==> config.mk <==
export PLATFORM = sky130hd
export DESIGN_NAME = hex_command_frame_parser_flat
export DESIGN_NICKNAME = d
export VERILOG_FILES = /design/src/hcfp_pkg.sv /design/src/hcfp_if.sv /design/src/hcfp_in_reg.sv /design/src/hcfp_decode.sv /design/src/hex_command_frame_parser.sv /design/src/flat_wrapper.sv
export SDC_FILE = /design/constraint.sdc
export NUM_CORES = 1
export LEC_CHECK = 0
export BUFFER_PORTS_ARGS = -buffer_cell sky130_fd_sc_hd__clkbuf_2
export CORE_UTILIZATION = 30
export CTS_CLUSTER_DIAMETER = 120
export DETAILED_ROUTE_END_ITERATION = 8
export PLACE_DENSITY = 0.57
export SLEW_MARGIN = 20
export SYNTH_ARGS = -nofsm -noshare
export SYNTH_HDL_FRONTEND = slang
export SYNTH_HIERARCHICAL = 1
export SYNTH_SLANG_ARGS = --single-unit
==> constraint.sdc <==
create_clock -name clk_i -period 3.3 [get_ports clk_i]
set_clock_uncertainty 0.15 [all_clocks]
set_input_delay 0.66 -clock clk_i [delete_from_list [all_inputs] [get_ports clk_i]]
set_output_delay 0.66 -clock clk_i [all_outputs]
set_load 0.005 [all_outputs]
==> src/hcfp_pkg.sv <==
// Shared types, constants and the hex digit decoder for the command frame parser.
package hcfp_pkg;

  localparam int ARG_DIGITS = 4;
  localparam int FRAME_LEN  = 4 + 2 * ARG_DIGITS;
  localparam int POS_W      = $clog2(FRAME_LEN + 2);
  localparam int ARG_W      = 16;
  localparam int FLAG_W     = 3;

  localparam logic [POS_W-1:0] POS_ACTION  = '0;
  localparam logic [POS_W-1:0] POS_SUBJECT = POS_W'(1);
  localparam logic [POS_W-1:0] POS_PARAM   = POS_W'(2);
  localparam logic [POS_W-1:0] POS_ARG2    = POS_W'(3 + ARG_DIGITS);
  localparam logic [POS_W-1:0] POS_TERM    = POS_W'(3 + 2 * ARG_DIGITS);
  localparam logic [POS_W-1:0] POS_FRAME   = POS_W'(FRAME_LEN);
  localparam logic [POS_W-1:0] POS_SAT     = POS_W'(FRAME_LEN + 1);

  localparam logic [7:0] CH_BANG = 8'h21;
  localparam logic [7:0] CH_0    = 8'h30;
  localparam logic [7:0] CH_9    = 8'h39;
  localparam logic [7:0] CH_UA   = 8'h41;
  localparam logic [7:0] CH_UF   = 8'h46;
  localparam logic [7:0] CH_LA   = 8'h61;
  localparam logic [7:0] CH_LF   = 8'h66;
  localparam logic [7:0] HEX_TEN = 8'd10;

  localparam int ERR_LEN  = 0;
  localparam int ERR_TERM = 1;
  localparam int ERR_HEX  = 2;

  typedef enum logic {
    OP_PUSH  = 1'b0,
    OP_CLEAR = 1'b1
  } op_e;

  typedef enum logic [1:0] {
    ST_OK     = 2'd0,
    ST_LENGTH = 2'd1,
    ST_TERM   = 2'd2,
    ST_HEX    = 2'd3
  } status_e;

  typedef struct packed {
    op_e        operation;
    logic [7:0] data_byte;
    logic       last_byte;
  } item_t;

  typedef struct packed {
    logic [7:0]        action_code;
    logic [7:0]        subject_code;
    logic [7:0]        param_code;
    logic [ARG_W-1:0]  first_argument;
    logic [ARG_W-1:0]  second_argument;
    status_e           status;
    logic [FLAG_W-1:0] error_flags;
  } result_t;

  typedef struct packed {
    logic       ok;
    logic [3:0] val;
  } hex_t;

  function automatic hex_t hex_decode(logic [7:0] c);
    hex_t h;
    h.ok  = 1'b1;
    h.val = '0;
    if (c >= CH_0 && c <= CH_9) begin
      h.val = 4'(c - CH_0);
    end else if (c >= CH_UA && c <= CH_UF) begin
      h.val = 4'(c - CH_UA + HEX_TEN);
    end else if (c >= CH_LA && c <= CH_LF) begin
      h.val = 4'(c - CH_LA + HEX_TEN);
    end else begin
      h.ok = 1'b0;
    end
    return h;
  endfunction

endpackage

==> src/hcfp_if.sv <==
// Valid/ready channel interfaces for frame bytes in and decoded commands out.
interface hcfp_in_if;
  logic       valid;
  logic       ready;
  logic       operation;
  logic [7:0] data_byte;
  logic       last_byte;

  modport source (output valid, output operation, output data_byte, output last_byte,
                  input ready);
  modport sink (input valid, input operation, input data_byte, input last_byte,
                output ready);
endinterface

interface hcfp_out_if;
  logic                         valid;
  logic                         ready;
  logic [7:0]                   action_code;
  logic [7:0]                   subject_code;
  logic [7:0]                   param_code;
  logic [hcfp_pkg::ARG_W-1:0]   first_argument;
  logic [hcfp_pkg::ARG_W-1:0]   second_argument;
  logic [1:0]                   status;
  logic [hcfp_pkg::FLAG_W-1:0]  error_flags;

  modport source (output valid, output action_code, output subject_code, output param_code,
                  output first_argument, output second_argument, output status,
                  output error_flags, input ready);
  modport sink (input valid, input action_code, input subject_code, input param_code,
                input first_argument, input second_argument, input status,
                input error_flags, output ready);
endinterface

==> src/hcfp_in_reg.sv <==
// Input register stage: captures one item and holds it until the decoder takes it.
module hcfp_in_reg (
  input  logic                clk_i,
  input  logic                rst_ni,
  input  logic                valid_i,
  output logic                ready_o,
  input  hcfp_pkg::item_t     item_i,
  output logic                valid_o,
  output hcfp_pkg::item_t     item_o,
  input  logic                take_i
);

  logic            valid_q, valid_d;
  hcfp_pkg::item_t item_q;

  assign ready_o = !valid_q || take_i;
  assign valid_d = (valid_i && ready_o) ? 1'b1 : (take_i ? 1'b0 : valid_q);

  always_ff @(posedge clk_i or negedge rst_ni) begin
    if (!rst_ni) begin
      valid_q <= 1'b0;
    end else begin
      valid_q <= valid_d;
    end
  end

  always_ff @(posedge clk_i) begin
    if (valid_i && ready_o) begin
      item_q <= item_i;
    end
  end

  assign valid_o = valid_q;
  assign item_o  = item_q;

endmodule

==> src/hcfp_decode.sv <==
// Frame state, argument accumulation, status checks and the result register.
module hcfp_decode (
  input  logic                clk_i,
  input  logic                rst_ni,
  input  logic                item_valid_i,
  input  hcfp_pkg::item_t     item_i,
  output logic                take_o,
  output logic                out_valid_o,
  input  logic                out_ready_i,
  output hcfp_pkg::result_t   result_o
);

  logic [hcfp_pkg::POS_W-1:0]  pos_q, pos_d, pos_nx;
  logic [7:0]                  action_q, action_d;
  logic [7:0]                  subject_q, subject_d;
  logic [7:0]                  param_q, param_d;
  logic [hcfp_pkg::ARG_W-1:0]  arg1_q, arg1_d;
  logic [hcfp_pkg::ARG_W-1:0]  arg2_q, arg2_d;
  logic                        bad_q, bad_d;
  logic [hcfp_pkg::FLAG_W-1:0] sticky_q, sticky_d;
  logic                        out_valid_q, out_valid_d;
  hcfp_pkg::result_t           res_q, res_d;
  hcfp_pkg::hex_t              hex;
  hcfp_pkg::status_e           status;
  logic                        ends_frame;
  logic                        out_free;
  logic [hcfp_pkg::ARG_W-1:0]  arg1_nx, arg2_nx;
  logic                        bad_nx;
  logic [7:0]                  action_nx, subject_nx, param_nx;

  assign hex        = hcfp_pkg::hex_decode(item_i.data_byte);
  assign ends_frame = (item_i.operation == hcfp_pkg::OP_PUSH) && item_i.last_byte;
  assign out_free   = !out_valid_q || out_ready_i;
  assign take_o     = item_valid_i && (!ends_frame || out_free);

  always_comb begin
    action_nx  = action_q;
    subject_nx = subject_q;
    param_nx   = param_q;
    arg1_nx    = arg1_q;
    arg2_nx    = arg2_q;
    bad_nx     = bad_q;
    if (pos_q == hcfp_pkg::POS_ACTION) begin
      action_nx = item_i.data_byte;
    end else if (pos_q == hcfp_pkg::POS_SUBJECT) begin
      subject_nx = item_i.data_byte;
    end else if (pos_q == hcfp_pkg::POS_PARAM) begin
      param_nx = item_i.data_byte;
    end else if (pos_q < hcfp_pkg::POS_ARG2) begin
      // a bad digit shifts in as zero
      arg1_nx = {arg1_q[hcfp_pkg::ARG_W-5:0], hex.val};
      bad_nx  = bad_q | !hex.ok;
    end else if (pos_q < hcfp_pkg::POS_TERM) begin
      arg2_nx = {arg2_q[hcfp_pkg::ARG_W-5:0], hex.val};
      bad_nx  = bad_q | !hex.ok;
    end
    // saturate one past the frame length
    pos_nx = (pos_q <= hcfp_pkg::POS_FRAME) ? pos_q + hcfp_pkg::POS_W'(1) : pos_q;

    if (pos_nx != hcfp_pkg::POS_FRAME) begin
      status = hcfp_pkg::ST_LENGTH;
    end else if (item_i.data_byte != hcfp_pkg::CH_BANG) begin
      status = hcfp_pkg::ST_TERM;
    end else if (bad_nx) begin
      status = hcfp_pkg::ST_HEX;
    end else begin
      status = hcfp_pkg::ST_OK;
    end
  end

  always_comb begin
    pos_d       = pos_q;
    action_d    = action_q;
    subject_d   = subject_q;
    param_d     = param_q;
    arg1_d      = arg1_q;
    arg2_d      = arg2_q;
    bad_d       = bad_q;
    sticky_d    = sticky_q;
    res_d       = res_q;
    out_valid_d = out_ready_i ? 1'b0 : out_valid_q;

    if (take_o) begin
      if (item_i.operation == hcfp_pkg::OP_CLEAR) begin
        sticky_d = '0;
      end else if (!item_i.last_byte) begin
        pos_d     = pos_nx;
        action_d  = action_nx;
        subject_d = subject_nx;
        param_d   = param_nx;
        arg1_d    = arg1_nx;
        arg2_d    = arg2_nx;
        bad_d     = bad_nx;
      end else begin
        case (status)
          hcfp_pkg::ST_LENGTH: sticky_d[hcfp_pkg::ERR_LEN]  = 1'b1;
          hcfp_pkg::ST_TERM:   sticky_d[hcfp_pkg::ERR_TERM] = 1'b1;
          hcfp_pkg::ST_HEX:    sticky_d[hcfp_pkg::ERR_HEX]  = 1'b1;
          default:             sticky_d = sticky_q;
        endcase
        if (status == hcfp_pkg::ST_LENGTH || status == hcfp_pkg::ST_TERM) begin
          res_d.action_code  = '0;
          res_d.subject_code = '0;
          res_d.param_code   = '0;
        end else begin
          res_d.action_code  = action_nx;
          res_d.subject_code = subject_nx;
          res_d.param_code   = param_nx;
        end
        res_d.first_argument  = (status == hcfp_pkg::ST_OK) ? arg1_nx : '0;
        res_d.second_argument = (status == hcfp_pkg::ST_OK) ? arg2_nx : '0;
        res_d.status          = status;
        res_d.error_flags     = sticky_d;
        out_valid_d           = 1'b1;
        // drop all frame state, keep the sticky flags
        pos_d     = '0;
        action_d  = '0;
        subject_d = '0;
        param_d   = '0;
        arg1_d    = '0;
        arg2_d    = '0;
        bad_d     = 1'b0;
      end
    end
  end

  always_ff @(posedge clk_i or negedge rst_ni) begin
    if (!rst_ni) begin
      pos_q       <= '0;
      action_q    <= '0;
      subject_q   <= '0;
      param_q     <= '0;
      arg1_q      <= '0;
      arg2_q      <= '0;
      bad_q       <= 1'b0;
      sticky_q    <= '0;
      out_valid_q <= 1'b0;
    end else begin
      pos_q       <= pos_d;
      action_q    <= action_d;
      subject_q   <= subject_d;
      param_q     <= param_d;
      arg1_q      <= arg1_d;
      arg2_q      <= arg2_d;
      bad_q       <= bad_d;
      sticky_q    <= sticky_d;
      out_valid_q <= out_valid_d;
    end
  end

  always_ff @(posedge clk_i) begin
    res_q <= res_d;
  end

  assign out_valid_o = out_valid_q;
  assign result_o    = res_q;

  a_pos_bound: assert property (@(posedge clk_i) disable iff (!rst_ni)
    pos_q <= hcfp_pkg::POS_SAT)
    else $error("byte position ran past saturation");

  a_frame_cleared: assert property (@(posedge clk_i) disable iff (!rst_ni)
    take_o && ends_frame |=> pos_q == '0 && !bad_q)
    else $error("frame state not cleared after a result");

  a_clear_flags: assert property (@(posedge clk_i) disable iff (!rst_ni)
    take_o && item_i.operation == hcfp_pkg::OP_CLEAR |=> sticky_q == '0)
    else $error("clear item left sticky flags set");

  a_err_args_zero: assert property (@(posedge clk_i) disable iff (!rst_ni)
    out_valid_q && res_q.status != hcfp_pkg::ST_OK |->
      res_q.first_argument == '0 && res_q.second_argument == '0)
    else $error("arguments nonzero on an error result");

  a_len_flag: assert property (@(posedge clk_i) disable iff (!rst_ni)
    out_valid_q && res_q.status == hcfp_pkg::ST_LENGTH |->
      res_q.error_flags[hcfp_pkg::ERR_LEN])
    else $error("length error without its sticky flag");

endmodule

==> src/hex_command_frame_parser.sv <==
// Top level of the hex command frame parser.
// Takes one frame byte per item (or a clear item for the sticky flags) and, on the byte
// marked last, gives one result with the action, subject and param bytes, the two
// decoded hex arguments, a status and the sticky error flags. A frame is
// 4 + 2*ARG_DIGITS bytes (12 by default) ending in '!'. An accepted item sits in the
// input register until the decode logic takes it, and the result register loads as
// the last byte is taken. One item is accepted every cycle while the result register
// drains; only a last byte waits on a full, stalled result register, and it holds off
// the input until the result is taken.
module hex_command_frame_parser (
  input  logic       clk_i,
  input  logic       rst_ni,
  hcfp_in_if.sink    in_i,
  hcfp_out_if.source out_o
);

  hcfp_pkg::item_t   in_item;
  hcfp_pkg::item_t   reg_item;
  hcfp_pkg::result_t result;
  logic              reg_valid;
  logic              take;

  assign in_item.operation = hcfp_pkg::op_e'(in_i.operation);
  assign in_item.data_byte = in_i.data_byte;
  assign in_item.last_byte = in_i.last_byte;

  hcfp_in_reg u_in_reg (
    .clk_i   (clk_i),
    .rst_ni  (rst_ni),
    .valid_i (in_i.valid),
    .ready_o (in_i.ready),
    .item_i  (in_item),
    .valid_o (reg_valid),
    .item_o  (reg_item),
    .take_i  (take)
  );

  hcfp_decode u_decode (
    .clk_i        (clk_i),
    .rst_ni       (rst_ni),
    .item_valid_i (reg_valid),
    .item_i       (reg_item),
    .take_o       (take),
    .out_valid_o  (out_o.valid),
    .out_ready_i  (out_o.ready),
    .result_o     (result)
  );

  assign out_o.action_code     = result.action_code;
  assign out_o.subject_code    = result.subject_code;
  assign out_o.param_code      = result.param_code;
  assign out_o.first_argument  = result.first_argument;
  assign out_o.second_argument = result.second_argument;
  assign out_o.status          = result.status;
  assign out_o.error_flags     = result.error_flags;

endmodule

==> src/flat_wrapper.sv <==
// flat-port wrapper written by rule: the top's interface ports become plain ports
module hex_command_frame_parser_flat 
  (clk_i, rst_ni, in_i_valid, in_i_operation, in_i_data_byte, in_i_last_byte, in_i_ready, out_o_valid, out_o_action_code, out_o_subject_code, out_o_param_code, out_o_first_argument, out_o_second_argument, out_o_status, out_o_error_flags, out_o_ready);
  hcfp_in_if in_i_i ();
  hcfp_out_if out_o_i ();
  input  logic clk_i;
  input  logic rst_ni;
  input wire logic [$bits(in_i_i.valid)-1:0] in_i_valid;
  input wire logic [$bits(in_i_i.operation)-1:0] in_i_operation;
  input wire logic [$bits(in_i_i.data_byte)-1:0] in_i_data_byte;
  input wire logic [$bits(in_i_i.last_byte)-1:0] in_i_last_byte;
  output wire logic [$bits(in_i_i.ready)-1:0] in_i_ready;
  output wire logic [$bits(out_o_i.valid)-1:0] out_o_valid;
  output wire logic [$bits(out_o_i.action_code)-1:0] out_o_action_code;
  output wire logic [$bits(out_o_i.subject_code)-1:0] out_o_subject_code;
  output wire logic [$bits(out_o_i.param_code)-1:0] out_o_param_code;
  output wire logic [$bits(out_o_i.first_argument)-1:0] out_o_first_argument;
  output wire logic [$bits(out_o_i.second_argument)-1:0] out_o_second_argument;
  output wire logic [$bits(out_o_i.status)-1:0] out_o_status;
  output wire logic [$bits(out_o_i.error_flags)-1:0] out_o_error_flags;
  input wire logic [$bits(out_o_i.ready)-1:0] out_o_ready;
  assign in_i_i.valid = in_i_valid;
  assign in_i_i.operation = in_i_operation;
  assign in_i_i.data_byte = in_i_data_byte;
  assign in_i_i.last_byte = in_i_last_byte;
  assign in_i_ready = in_i_i.ready;
  assign out_o_valid = out_o_i.valid;
  assign out_o_action_code = out_o_i.action_code;
  assign out_o_subject_code = out_o_i.subject_code;
  assign out_o_param_code = out_o_i.param_code;
  assign out_o_first_argument = out_o_i.first_argument;
  assign out_o_second_argument = out_o_i.second_argument;
  assign out_o_status = out_o_i.status;
  assign out_o_error_flags = out_o_i.error_flags;
  assign out_o_i.ready = out_o_ready;
  hex_command_frame_parser u_core (.clk_i(clk_i), .rst_ni(rst_ni), .in_i(in_i_i), .out_o(out_o_i));
endmodule
==> qor.yml, run 1 <==
fraction_of_power_consumed_by_sequential_logic_pct: 45.6
cp_max_fo: 34
mostFrequentLayoutCells: "88 x sky130_fd_sc_hd__nand2_1, 76 x sky130_fd_sc_hd__clkbuf_2, 71 x sky130_fd_sc_hd__edfxtp_1"
grt_pass1_vias: 4200
unrepaired_setup_endpoints_after_global_routing: "false"
seq_area_frac_synth_pct: 61.7
hpwl_after_detailed_placement_mm: 9.14
cp.required_ns: 3.37
critical-path-slowest-cell: "sky130_fd_sc_hd__dfrtp_1"
clk_pin_slew_worst_paths_ns: 0.06
cts_repair_resize_count: 0
timing.max_cap.violations: 0
wire_length_of_the_first_global_routing_pass_mm: 22.7
run_status: "completed"
port-buffer-count: 76
gp_congestion: 0.753
clock_sink_count: 137
slew_viol_final: 0
drt_pass1_iterations: 5
vias: 4209
synth_nets: 525
layout.cells.most_common: "sky130_fd_sc_hd__nand2_1"
dominantRegCellSynth: "sky130_fd_sc_hd__edfxtp_1"
pin_count: 77
antenna_violating_nets_post_route: 0
placeableCoreArea_um2: 19800
worstPathArrival_ns: 3.16
internal_power_mw: 3.18
synthesis.area_um2: 6130
path_class: "flop to flop"
antenna_found_initial: 0
crit_chain: "inv_1, ha_1, nand3b_2, or3_1, a221oi_2, a21boi_2, ha_1, buf_12, a21boi_0"
clkLatencyLatePin_ns: 0.42
cts_tree: "done"
timing.critical_path.buf_inv: 2
totalWireLength_mm: 13.9
drive_gt1_share_pct: 24.3
pre_cts_slack_ns: 0.0408
syn-mean-instance-area_um2: 12.3
area_delta_synth_final_pct: 20.2
reported_leakage_power_nw: 3.00
timing.critical_path.from_type: "flop"
critPathTopFamily: "compound AO/OA/AOI/OAI gates"
cts.repair_timing.setup_buffer_count: 0
die_area_um2: 21000
min-delay-path-class: "input port to async pin"
max_freq_mhz: 323
floorplan_row_count: 51
cts.hold.buffers_added: 0
fin_nets: 604
worst_path_most_repeated_cell: "sky130_fd_sc_hd__ha_1"
period_share_pct: 93.7
worst_stage_delay_on_the_critical_path_ns: 0.48
antenna_cells: 0
drc: 0
net-switching-power_mw: 1.13
postLayoutCoreUtil_pct: 37.3
synth_enable_flop_cells: 71
track_usage_pct: 13.9
cts-buffers-inserted: 17
final.setup.worst_slack_ns: 0.208
regToRegStartpoint: "u_core/u_decode/pos_q[1]"
synth_warnings: 6
drtIter0Drc: 317
die_h_um: 145
tns_ns: 0
floorplan.initialDensity_pct: 31.0
yosys.cell_types.count: 58
slew_headroom_pct: 44.3
report.final.hold_viol_count: 0
postSynthCellCount: 500
ys_ff_latch: 137
share_clk_of_total_power_pct: 40.4
gr-total-overflow: 0
die_w_um: 145
grt_start_max_net_pins: 39
combinationalPowerShare_pct: 14.0
via_per_inst: 4.91
cts-root-to-sink-buffers: 2
power-per-cell-area_nw_per_um2: 583
root_buffer_cell: "sky130_fd_sc_hd__clkbuf_16"
setup_viol_count_final: 0
asr_flop_ratio_synth_pct: 48.2
final_period_minus_worst_setup_slack_ns: 3.09
power.ir.vdd_worst_v: 0.000404
cp-startpoint: "u_core/u_decode/pos_q[1]"
kind_of_end_point_of_the_critical_path: "flop"
worst_slew_pin_slew_ns: 0.835
number_of_levels_the_h_tree_was_split_into: 4
power_switching_share_pct: 26.2
avg_wl_per_cell_um: 16.2
[worst paths after layout]
path	end	slack, ns	cells after the start
setup / recovery	u_core/u_decode/result_o[9]	0.21	9
hold / removal	u_core/u_decode/param_q[7]	0.17	1
setup reg to reg	u_core/u_decode/result_o[9]	0.21	9
hold reg to reg	u_core/u_decode/subject_q[7]	0.35	1
max in group asynchronous	u_core/u_decode/arg1_q[12]	2.13	2
min in group clk_i	u_core/u_in_reg/item_o[8]	0.26	1
[routing by layer]
layer	track usage [%]	part of all wire (%)
met5	0	0
met4	5.16	0.77
met3	3.84	5.0
met2	22.3	49
met1	18.0	46
[power groups by stage]
stage | sequential (mW) | clock [mW] | combinational, mW
floorplan | 1.97 | 0 | 0.453
global placement | 1.99 | 0 | 0.583
CTS | 1.96 | 1.78 | 0.605
finish | 1.96 | 1.74 | 0.600
detailed placement | 1.99 | 0 | 0.597
global route | 1.97 | 1.87 | 0.665
[synth_stat cells, types with 4 or more instances]
master	number	area [um2]
sky130_fd_sc_hd__a21oi_1	33	165
sky130_fd_sc_hd__a21boi_0	15	113
sky130_fd_sc_hd__nand2_1	88	330
sky130_fd_sc_hd__clkbuf_1	16	60.1
sky130_fd_sc_hd__ha_1	11	138
sky130_fd_sc_hd__buf_4	5	37.5
sky130_fd_sc_hd__a21boi_1	13	97.6
sky130_fd_sc_hd__dfrtp_1	66	1650
sky130_fd_sc_hd__edfxtp_1	71	2130
sky130_fd_sc_hd__o2bb2ai_1	4	35.0
sky130_fd_sc_hd__mux2i_1	8	80.1
sky130_fd_sc_hd__buf_2	8	40.0
sky130_fd_sc_hd__inv_1	10	37.5
sky130_fd_sc_hd__nand2b_1	4	25.0
sky130_fd_sc_hd__o21ai_0	14	70.1
sky130_fd_sc_hd__nand3_1	5	25.0
sky130_fd_sc_hd__nor2_2	4	25.0
sky130_fd_sc_hd__a22o_1	55	482
sky130_fd_sc_hd__nor2_1	10	37.5
[registers in the layout (all words and copies together) (netlist names)]
| name | flops |
|---|---|
| u_core/u_decode/out_valid_o | 1 |
| u_core/u_decode/arg2_q | 16 |
| u_core/u_in_reg/valid_o | 1 |
| u_core/u_decode/bad_q | 1 |
| u_core/u_decode/result_o | 61 |
| u_core/u_decode/subject_q | 8 |
| u_core/u_decode/sticky_q | 3 |
| u_core/u_decode/arg1_q | 16 |
| u_core/u_decode/pos_q | 4 |
| u_core/u_in_reg/item_o | 10 |
| u_core/u_decode/action_q | 8 |
| u_core/u_decode/param_q | 8 |
[area by class of cell]
| class | count | area (um2) |
|---|---|---|
| Clock inverter | 10 | 80.1 |
| Clock buffer | 22 | 464 |
| Multi-Input combinational cell | 320 | 2130 |
| Tap cell | 265 | 332 |
| Sequential cell | 137 | 3780 |
| Fill cell | 1974 | 12400 |
| Inverter | 10 | 37.5 |
| Timing Repair Buffer | 93 | 546 |
[worst reg2reg max path: stages (launching register included)]
cell	delay, ns
sky130_fd_sc_hd__dfrtp_1	0.48
sky130_fd_sc_hd__inv_1	0.13
sky130_fd_sc_hd__ha_1	0.20
sky130_fd_sc_hd__nand3b_2	0.26
sky130_fd_sc_hd__or3_1	0.36
sky130_fd_sc_hd__a221oi_2	0.36
sky130_fd_sc_hd__a21boi_2	0.25
sky130_fd_sc_hd__ha_1	0.23
sky130_fd_sc_hd__buf_12	0.19
sky130_fd_sc_hd__a21boi_0	0.29
[stage by stage]
stage                     cell area, um2  instances  power, mW  hold WS (ns)
after global placement              6830        825       2.57         0.332
after global routing                7370        857       4.51         0.244
after floorplan                     6130        500       2.42         0.214
final                               7370        857       4.30         0.169
after CTS                           7370        857       4.35         0.194
after detailed placement            6830        825       2.59         0.331
[cell families after synthesis]
kind of cell,after synthesis,synth area share (%)
adder cells (fa/ha/maj),11,2.24
buffers and inverters,43,3.65
AO/OA/AOI/OAI,160,19.7
flip-flops,137,61.7
multiplexers,8,1.31
AND/OR/NAND/NOR,141,11.5
(Power assumes the default switching activity.)
==> inputs of run 2 (changes only) <==
--- a/config.mk
+++ b/config.mk
@@ -5,11 +5,11 @@
 export SDC_FILE = /design/constraint.sdc
 export NUM_CORES = 1
 export LEC_CHECK = 0
-export BUFFER_PORTS_ARGS = -buffer_cell sky130_fd_sc_hd__clkbuf_2
 export CORE_UTILIZATION = 30
 export CTS_CLUSTER_DIAMETER = 120
 export DETAILED_ROUTE_END_ITERATION = 8
-export PLACE_DENSITY = 0.57
+export DONT_BUFFER_PORTS = 1
+export PLACE_DENSITY = 0.54
 export SLEW_MARGIN = 20
 export SYNTH_ARGS = -nofsm -noshare
 export SYNTH_HDL_FRONTEND = slang
==> run 2 against run 1 <==
Setup slack lost 0.054 ns. Largest power group is now the clock network. Register-to-register slack lost 0.05 ns. Routed wire length grew 0.29%. Sequential power is essentially flat. Critical path depth is the same. Critical endpoint is now u_core/u_decode/result_o[39]. First-iteration DRC count grew 16%.
==> qor.yml, run 2 (same netlist as run 1, synthesis figures left out) <==
drc: 0  # unchanged
pre_cts_slack_ns: 0.0606  # +0.0198 ns
filler_cell_count: 1955  # -0.96%
drtIter0Drc: 368  # +16%
placeableCoreArea_um2: 19800  # unchanged
path_class: "flop to flop"
multi_input_comb_area_um2: 2130  # unchanged
antenna_cells: 0  # unchanged
cp-startpoint: "u_core/u_in_reg/item_o[1]"
max_freq_mhz: 318  # -1.7%
root_buffer_cell: "sky130_fd_sc_hd__clkbuf_16"
power.ir.vdd_worst_v: 0.000405  # +0.16%
die_w_um: 145  # unchanged
die_area_um2: 21000  # unchanged
mostFrequentLayoutCells: "88 x sky130_fd_sc_hd__nand2_1, 71 x sky130_fd_sc_hd__edfxtp_1, 65 x sky130_fd_sc_hd__dfrtp_1"
floorplan_row_count: 51  # unchanged
cts-buffers-inserted: 17  # unchanged
run_status: "completed"
clock_sink_count: 137  # unchanged
reported_leakage_power_nw: 2.71  # -9.7%
timing.critical_path.from_type: "flop"
dp.cells: 747  # -9.5%
clk_pin_slew_worst_paths_ns: 0.06  # about the same
worst_stage_delay_on_the_critical_path_ns: 0.42  # -0.06 ns
cp_max_fo: 24  # -29%
hpwl_after_detailed_placement_mm: 8.91  # -2.5%
avg_wl_per_cell_um: 17.9  # +10%
die_h_um: 145  # unchanged
antenna_found_initial: 0  # unchanged
number_of_levels_the_h_tree_was_split_into: 4  # unchanged
area.sequential_um2: 3780  # unchanged
crit_chain: "inv_1, ha_1, or3b_1, and4_1, o31ai_1, o21ai_0, ha_1, buf_4, nor2_1"
gp_congestion: 0.773  # +2.6%
kind_of_end_point_of_the_critical_path: "flop"
port-buffer-count: 0  # -100%
whs_ns: 0.176  # +0.00695 ns
cp.required_ns: 3.32  # -0.05 ns
slew_viol_final: 0  # unchanged
area_delta_synth_final_pct: 15.3
final_period_minus_worst_setup_slack_ns: 3.15  # +0.0542 ns
largest_register_ffs: 61  # unchanged
clkLatencyLatePin_ns: 0.43  # about the same
drive_gt1_share_pct: 14.0  # -10 points
worstPathArrival_ns: 3.17  # about the same
min-delay-path-class: "input port to flop"
report.final.hold_viol_count: 0  # unchanged
fin_nets: 528  # -13%
floorplan.initialDensity_pct: 31.0  # unchanged
totalWireLength_mm: 14.0  # +0.29%
tns_ns: 0  # unchanged
slew_headroom_pct: 39.6  # -4.7 points
grt_pass1_vias: 3857  # -8.2%
cts-root-to-sink-buffers: 2  # unchanged
layout.cells.most_common: "sky130_fd_sc_hd__nand2_1"
regToRegStartpoint: "u_core/u_in_reg/item_o[1]"
track_usage_pct: 13.9  # -0.079 points
pin_count: 77  # unchanged
setup_viol_count_final: 0  # unchanged
worst_slew_pin_slew_ns: 0.906  # +0.0704 ns
wire_length_of_the_first_global_routing_pass_mm: 22.3  # -1.9%
timing.max_cap.violations: 0  # unchanged
period_share_pct: 95.3  # +1.6 points
final_cell_count_no_fill: 781  # -8.9%
hold_path_origin: "in_i_last_byte"
via_per_inst: 5.08  # +3.5%
gr-total-overflow: 0  # unchanged
cts_tree: "done"
final.setup.worst_slack_ns: 0.154  # -0.0542 ns
unrepaired_setup_endpoints_after_global_routing: "false"
drt_pass1_iterations: 4  # -1
antenna_violating_nets_post_route: 0  # unchanged
cts.repair_timing.setup_buffer_count: 0  # unchanged
power-per-cell-area_nw_per_um2: 643  # +10%
worst_path_most_repeated_cell: "sky130_fd_sc_hd__ha_1"
vias: 3971  # -5.7%
grt_start_max_net_pins: 67  # +72%
critical-path-slowest-cell: "sky130_fd_sc_hd__o31ai_1"
## run 2: cell count changes in the layout (fill, tap and decap cells not counted), sizes merged, moves of 2 or more
cell      delta
clkinvlp     +2
clkinv       -5
inv          +4
clkbuf      -80
bufinv       +3
## run 2: critical path: cells and delay by family, from the launching register on
family | cells | cell delay, ns
AOI/OAI and AO/OA | 2 | 0.65
and+or+nand+nor | 3 | 0.76
adders and majority gates | 2 | 0.53
DFF | 1 | 0.41
buffers and inverters | 2 | 0.37
## run 2: cell type report
class,count,area share [%]
sequential,137,53.5
multi-input combinational,320,30.1
clock buffer,18,6.07
tap,265,4.69
clock inverter,14,2.76
timing repair buffer,17,2.30
inverter,10,0.531
## run 2: worst paths after layout
kind | slack [ns] | depth (start not counted) | endpoint
min in group asynchronous | 0.61 | 2 | u_core/u_decode/param_q[6]
max in group asynchronous | 2.07 | 2 | u_core/u_decode/pos_q[0]
setup reg to reg | 0.15 | 9 | u_core/u_decode/result_o[39]
hold reg to reg | 0.35 | 1 | u_core/u_decode/arg1_q[13]
hold / removal | 0.18 | 0 | u_core/u_in_reg/item_o[0]
setup / recovery | 0.15 | 9 | u_core/u_decode/result_o[39]
## run 2: metal layers
layer  share of wire, %  global-route usage, %  vias up
li1                   -                      -     1847
met1                 48                   18.6     2010
met2                 47                   21.3      101
met3                4.5                   3.71       13
met4               0.97                   5.16        0
met5                  0                      0        -
## run 2: per-stage QoR
stage                     power, mW  utilization [%]  instance area (um2)
final                          4.54             35.7                 7070
after global routing           4.74             35.7                 7070
after CTS                      4.59             35.7                 7070
after detailed placement       2.54             32.4                 6400
after global placement         2.52             32.4                 6400
after floorplan                2.42                -                 6130
## run 2: power breakdown
group	leakage [nW]	switching [mW]	internal, mW	total (mW)
Combinational	0.835	0.374	0.189	0.563
Sequential	1.58	0.0759	1.89	1.97
Clock	0.294	0.743	1.27	2.01
Total	2.71	1.19	3.35	4.54
## run 2: what timing repair did
action | 4_1_cts | 5_1_grt
hold buffers | 2 | 0
resized for setup | 0 | 3
endpoints found under the hold margin | 66 | 0
setup endpoints to repair | 0 | 55
==> inputs of run 3 (changes only) <==
--- a/config.mk
+++ b/config.mk
@@ -9,7 +9,8 @@
 export CTS_CLUSTER_DIAMETER = 120
 export DETAILED_ROUTE_END_ITERATION = 8
 export DONT_BUFFER_PORTS = 1
-export PLACE_DENSITY = 0.54
+export PLACE_DENSITY = 0.57
+export RECOVER_POWER = 100
 export SLEW_MARGIN = 20
 export SYNTH_ARGS = -nofsm -noshare
 export SYNTH_HDL_FRONTEND = slang
==> run 3 against run 2 <==
The run now ends with max-capacitance violations, max-slew violations left. Clock power shrank 13%. Setup slack gained 0.075 ns. Combinational power shrank 4.4%. Power shrank 6.3%. Die area is the same. Fmax grew 2.4%. Sequential power is essentially flat. Critical path type unchanged. Critical endpoint is now u_core/u_decode/result_o[30]. Highest routed layer unchanged.
==> qor.yml, run 3 (same netlist as run 1, synthesis figures left out) <==
run_status: "finished with violations"
violations_in_the_final_reports: "max-capacitance violations, max-slew violations"
cp.required_ns: 3.40  # +0.08 ns
clk_pin_slew_worst_paths_ns: 0.06  # about the same
floorplan.initialDensity_pct: 31.0  # unchanged
clock_sink_count: 137  # unchanged
drtIter0Drc: 276  # -25%
drt_pass1_iterations: 4  # unchanged
power-per-cell-area_nw_per_um2: 615  # -4.4%
cts.repair_timing.setup_buffer_count: 0  # unchanged
vias: 3978  # +0.18%
period_share_pct: 93.1  # -2.3 points
slew_viol_final: 67  # +67
floorplan_row_count: 51  # unchanged
unrepaired_setup_endpoints_after_global_routing: "false"
antenna_found_initial: 0  # unchanged
tns_ns: 0  # unchanged
crit_chain: "inv_1, ha_1, buf_4, or4_1, a21oi_1, clkbuf_2, nand2_1, a21boi_0"
report.final.hold_viol_count: 0  # unchanged
combinationalPowerShare_pct: 12.6  # +0.2 points
area_delta_synth_final_pct: 12.9
drive_gt1_share_pct: 12.0  # -2.0 points
min-delay-path-class: "input port to flop"
max_freq_mhz: 326  # +2.4%
die_w_um: 145  # unchanged
layout.cells.most_common: "sky130_fd_sc_hd__nand2_1"
antenna_cells: 0  # unchanged
timing.max_cap.violations: 1  # +1
worst_stage_delay_on_the_critical_path_ns: 0.58  # +0.16 ns
critical-path-slowest-cell: "sky130_fd_sc_hd__or4_1"
cp_max_fo: 15  # -38%
cts-root-to-sink-buffers: 2  # unchanged
drc: 0  # unchanged
filler_cell_count: 1974  # +0.97%
track_usage_pct: 13.7  # -0.16 points
internal_power_mw: 3.12  # -6.8%
share_clk_of_total_power_pct: 41.1  # -3.2 points
grt_start_max_net_pins: 67  # unchanged
power_switching_share_pct: 26.7  # +0.41 points
setup_viol_count_final: 0  # unchanged
slew_headroom_pct: -15.2  # -55 points
largest_register_ffs: 61  # unchanged
via_per_inst: 5.09  # about the same
root_buffer_cell: "sky130_fd_sc_hd__clkbuf_16"
gr-total-overflow: 0  # unchanged
placeableCoreArea_um2: 19800  # unchanged
wire_length_of_the_first_global_routing_pass_mm: 22.3  # unchanged
worstPathArrival_ns: 3.17  # about the same
postLayoutCoreUtil_pct: 35.0  # -0.73 points
grt_pass1_vias: 3915  # +1.5%
mostFrequentLayoutCells: "88 x sky130_fd_sc_hd__nand2_1, 71 x sky130_fd_sc_hd__edfxtp_1, 65 x sky130_fd_sc_hd__dfrtp_1"
avg_wl_per_cell_um: 17.9  # about the same
power.ir.vdd_worst_v: 0.000433  # +7.1%
pin_count: 77  # unchanged
final_period_minus_worst_setup_slack_ns: 3.07  # -0.0748 ns
path_class: "flop to flop"
totalWireLength_mm: 14.0  # +0.19%
kind_of_end_point_of_the_critical_path: "flop"
cts-buffers-inserted: 17  # unchanged
fraction_of_power_consumed_by_sequential_logic_pct: 46.3  # +3.0 points
port-buffer-count: 0  # unchanged
die_area_um2: 21000  # unchanged
number_of_levels_the_h_tree_was_split_into: 4  # unchanged
timing.critical_path.from_type: "flop"
reported_leakage_power_nw: 2.66  # -1.8%
gp_congestion: 0.791  # +2.4%
net-switching-power_mw: 1.14  # -4.8%
fin_nets: 529  # +0.19%
hpwl_after_detailed_placement_mm: 8.95  # +0.42%
die_h_um: 145  # unchanged
placement.cell_area_um2: 6420  # +0.31%
worst_slew_pin_slew_ns: 1.73  # +0.822 ns
postLayoutCellArea_um2: 6930  # -2.0%
clkLatencyLatePin_ns: 0.42  # about the same
cts_tree: "done"
antenna_violating_nets_post_route: 0  # unchanged
-- run 3: final timing paths --
check	startpoint	end	slack [ns]	depth (start not counted)
max in group asynchronous	rst_ni	u_core/u_decode/pos_q[0]	0.72	2
max reg2reg	u_core/u_decode/pos_q[1]	u_core/u_decode/result_o[30]	0.23	8
max	u_core/u_decode/pos_q[1]	u_core/u_decode/result_o[30]	0.23	8
min in group asynchronous	rst_ni	u_core/u_decode/out_valid_o	1.14	2
min	in_i_data_byte[5]	u_core/u_in_reg/item_o[6]	0.19	0
min reg2reg	u_core/u_decode/arg1_q[13]	u_core/u_decode/arg1_q[13]	0.35	1
-- run 3: power by group through the flow --
stage,sequential (mW),combinational [mW],clock (mW)
2_1_floorplan,1.97,0.453,0
6_report,1.97,0.538,1.75
5_1_grt,1.98,0.597,1.86
3_5_place_dp,2.00,0.540,0
3_3_place_gp,2.00,0.524,0
4_1_cts,1.97,0.568,1.78
-- run 3: stage by stage --
step | hold WS [ns] | power, mW | instances | setup WS [ns]
3_3_place_gp | 0.217 | 2.52 | 748 | 0.138
3_5_place_dp | 0.217 | 2.54 | 748 | 0.0574
5_1_grt | 0.168 | 4.44 | 782 | 0.0207
4_1_cts | 0.173 | 4.32 | 782 | 0.0575
2_1_floorplan | 0.214 | 2.42 | 500 | 0.174
6_report | 0.190 | 4.26 | 782 | 0.228
-- run 3: cell type report --
cell class	instances	area [um2]	area share, %
flip-flops and latches	137	3780	54.6
clock buffers	20	447	6.45
inverters	10	37.5	0.542
well taps	265	332	4.79
repair buffers	18	140	2.02
clock inverters	12	103	1.48
multi-input cells	320	2080	30.1
-- run 3: repair_timing --
action / in CTS / in global routing
endpoints found under the setup margin: 0 / 36
hold buffers: 2 / 0
resized for setup: 0 / 6
endpoints found under the hold margin: 66 / 0
-- run 3: critical path, delay by kind of cell, from the launching register on --
kind | cells | cell delay [ns]
buffers and inverters | 3 | 0.69
adders and majority gates | 1 | 0.22
DFF | 1 | 0.48
and+or+nand+nor | 2 | 0.67
AOI/OAI and AO/OA | 2 | 0.70
-- run 3: per-layer routing --
metal	up-vias	part of all wire, %	track usage, %
li1	1847	-	-
met2	125	49	21.7
met4	0	0.93	3.94
met1	1994	45	18.1
met3	12	5.1	4.06
met5	-	0	0
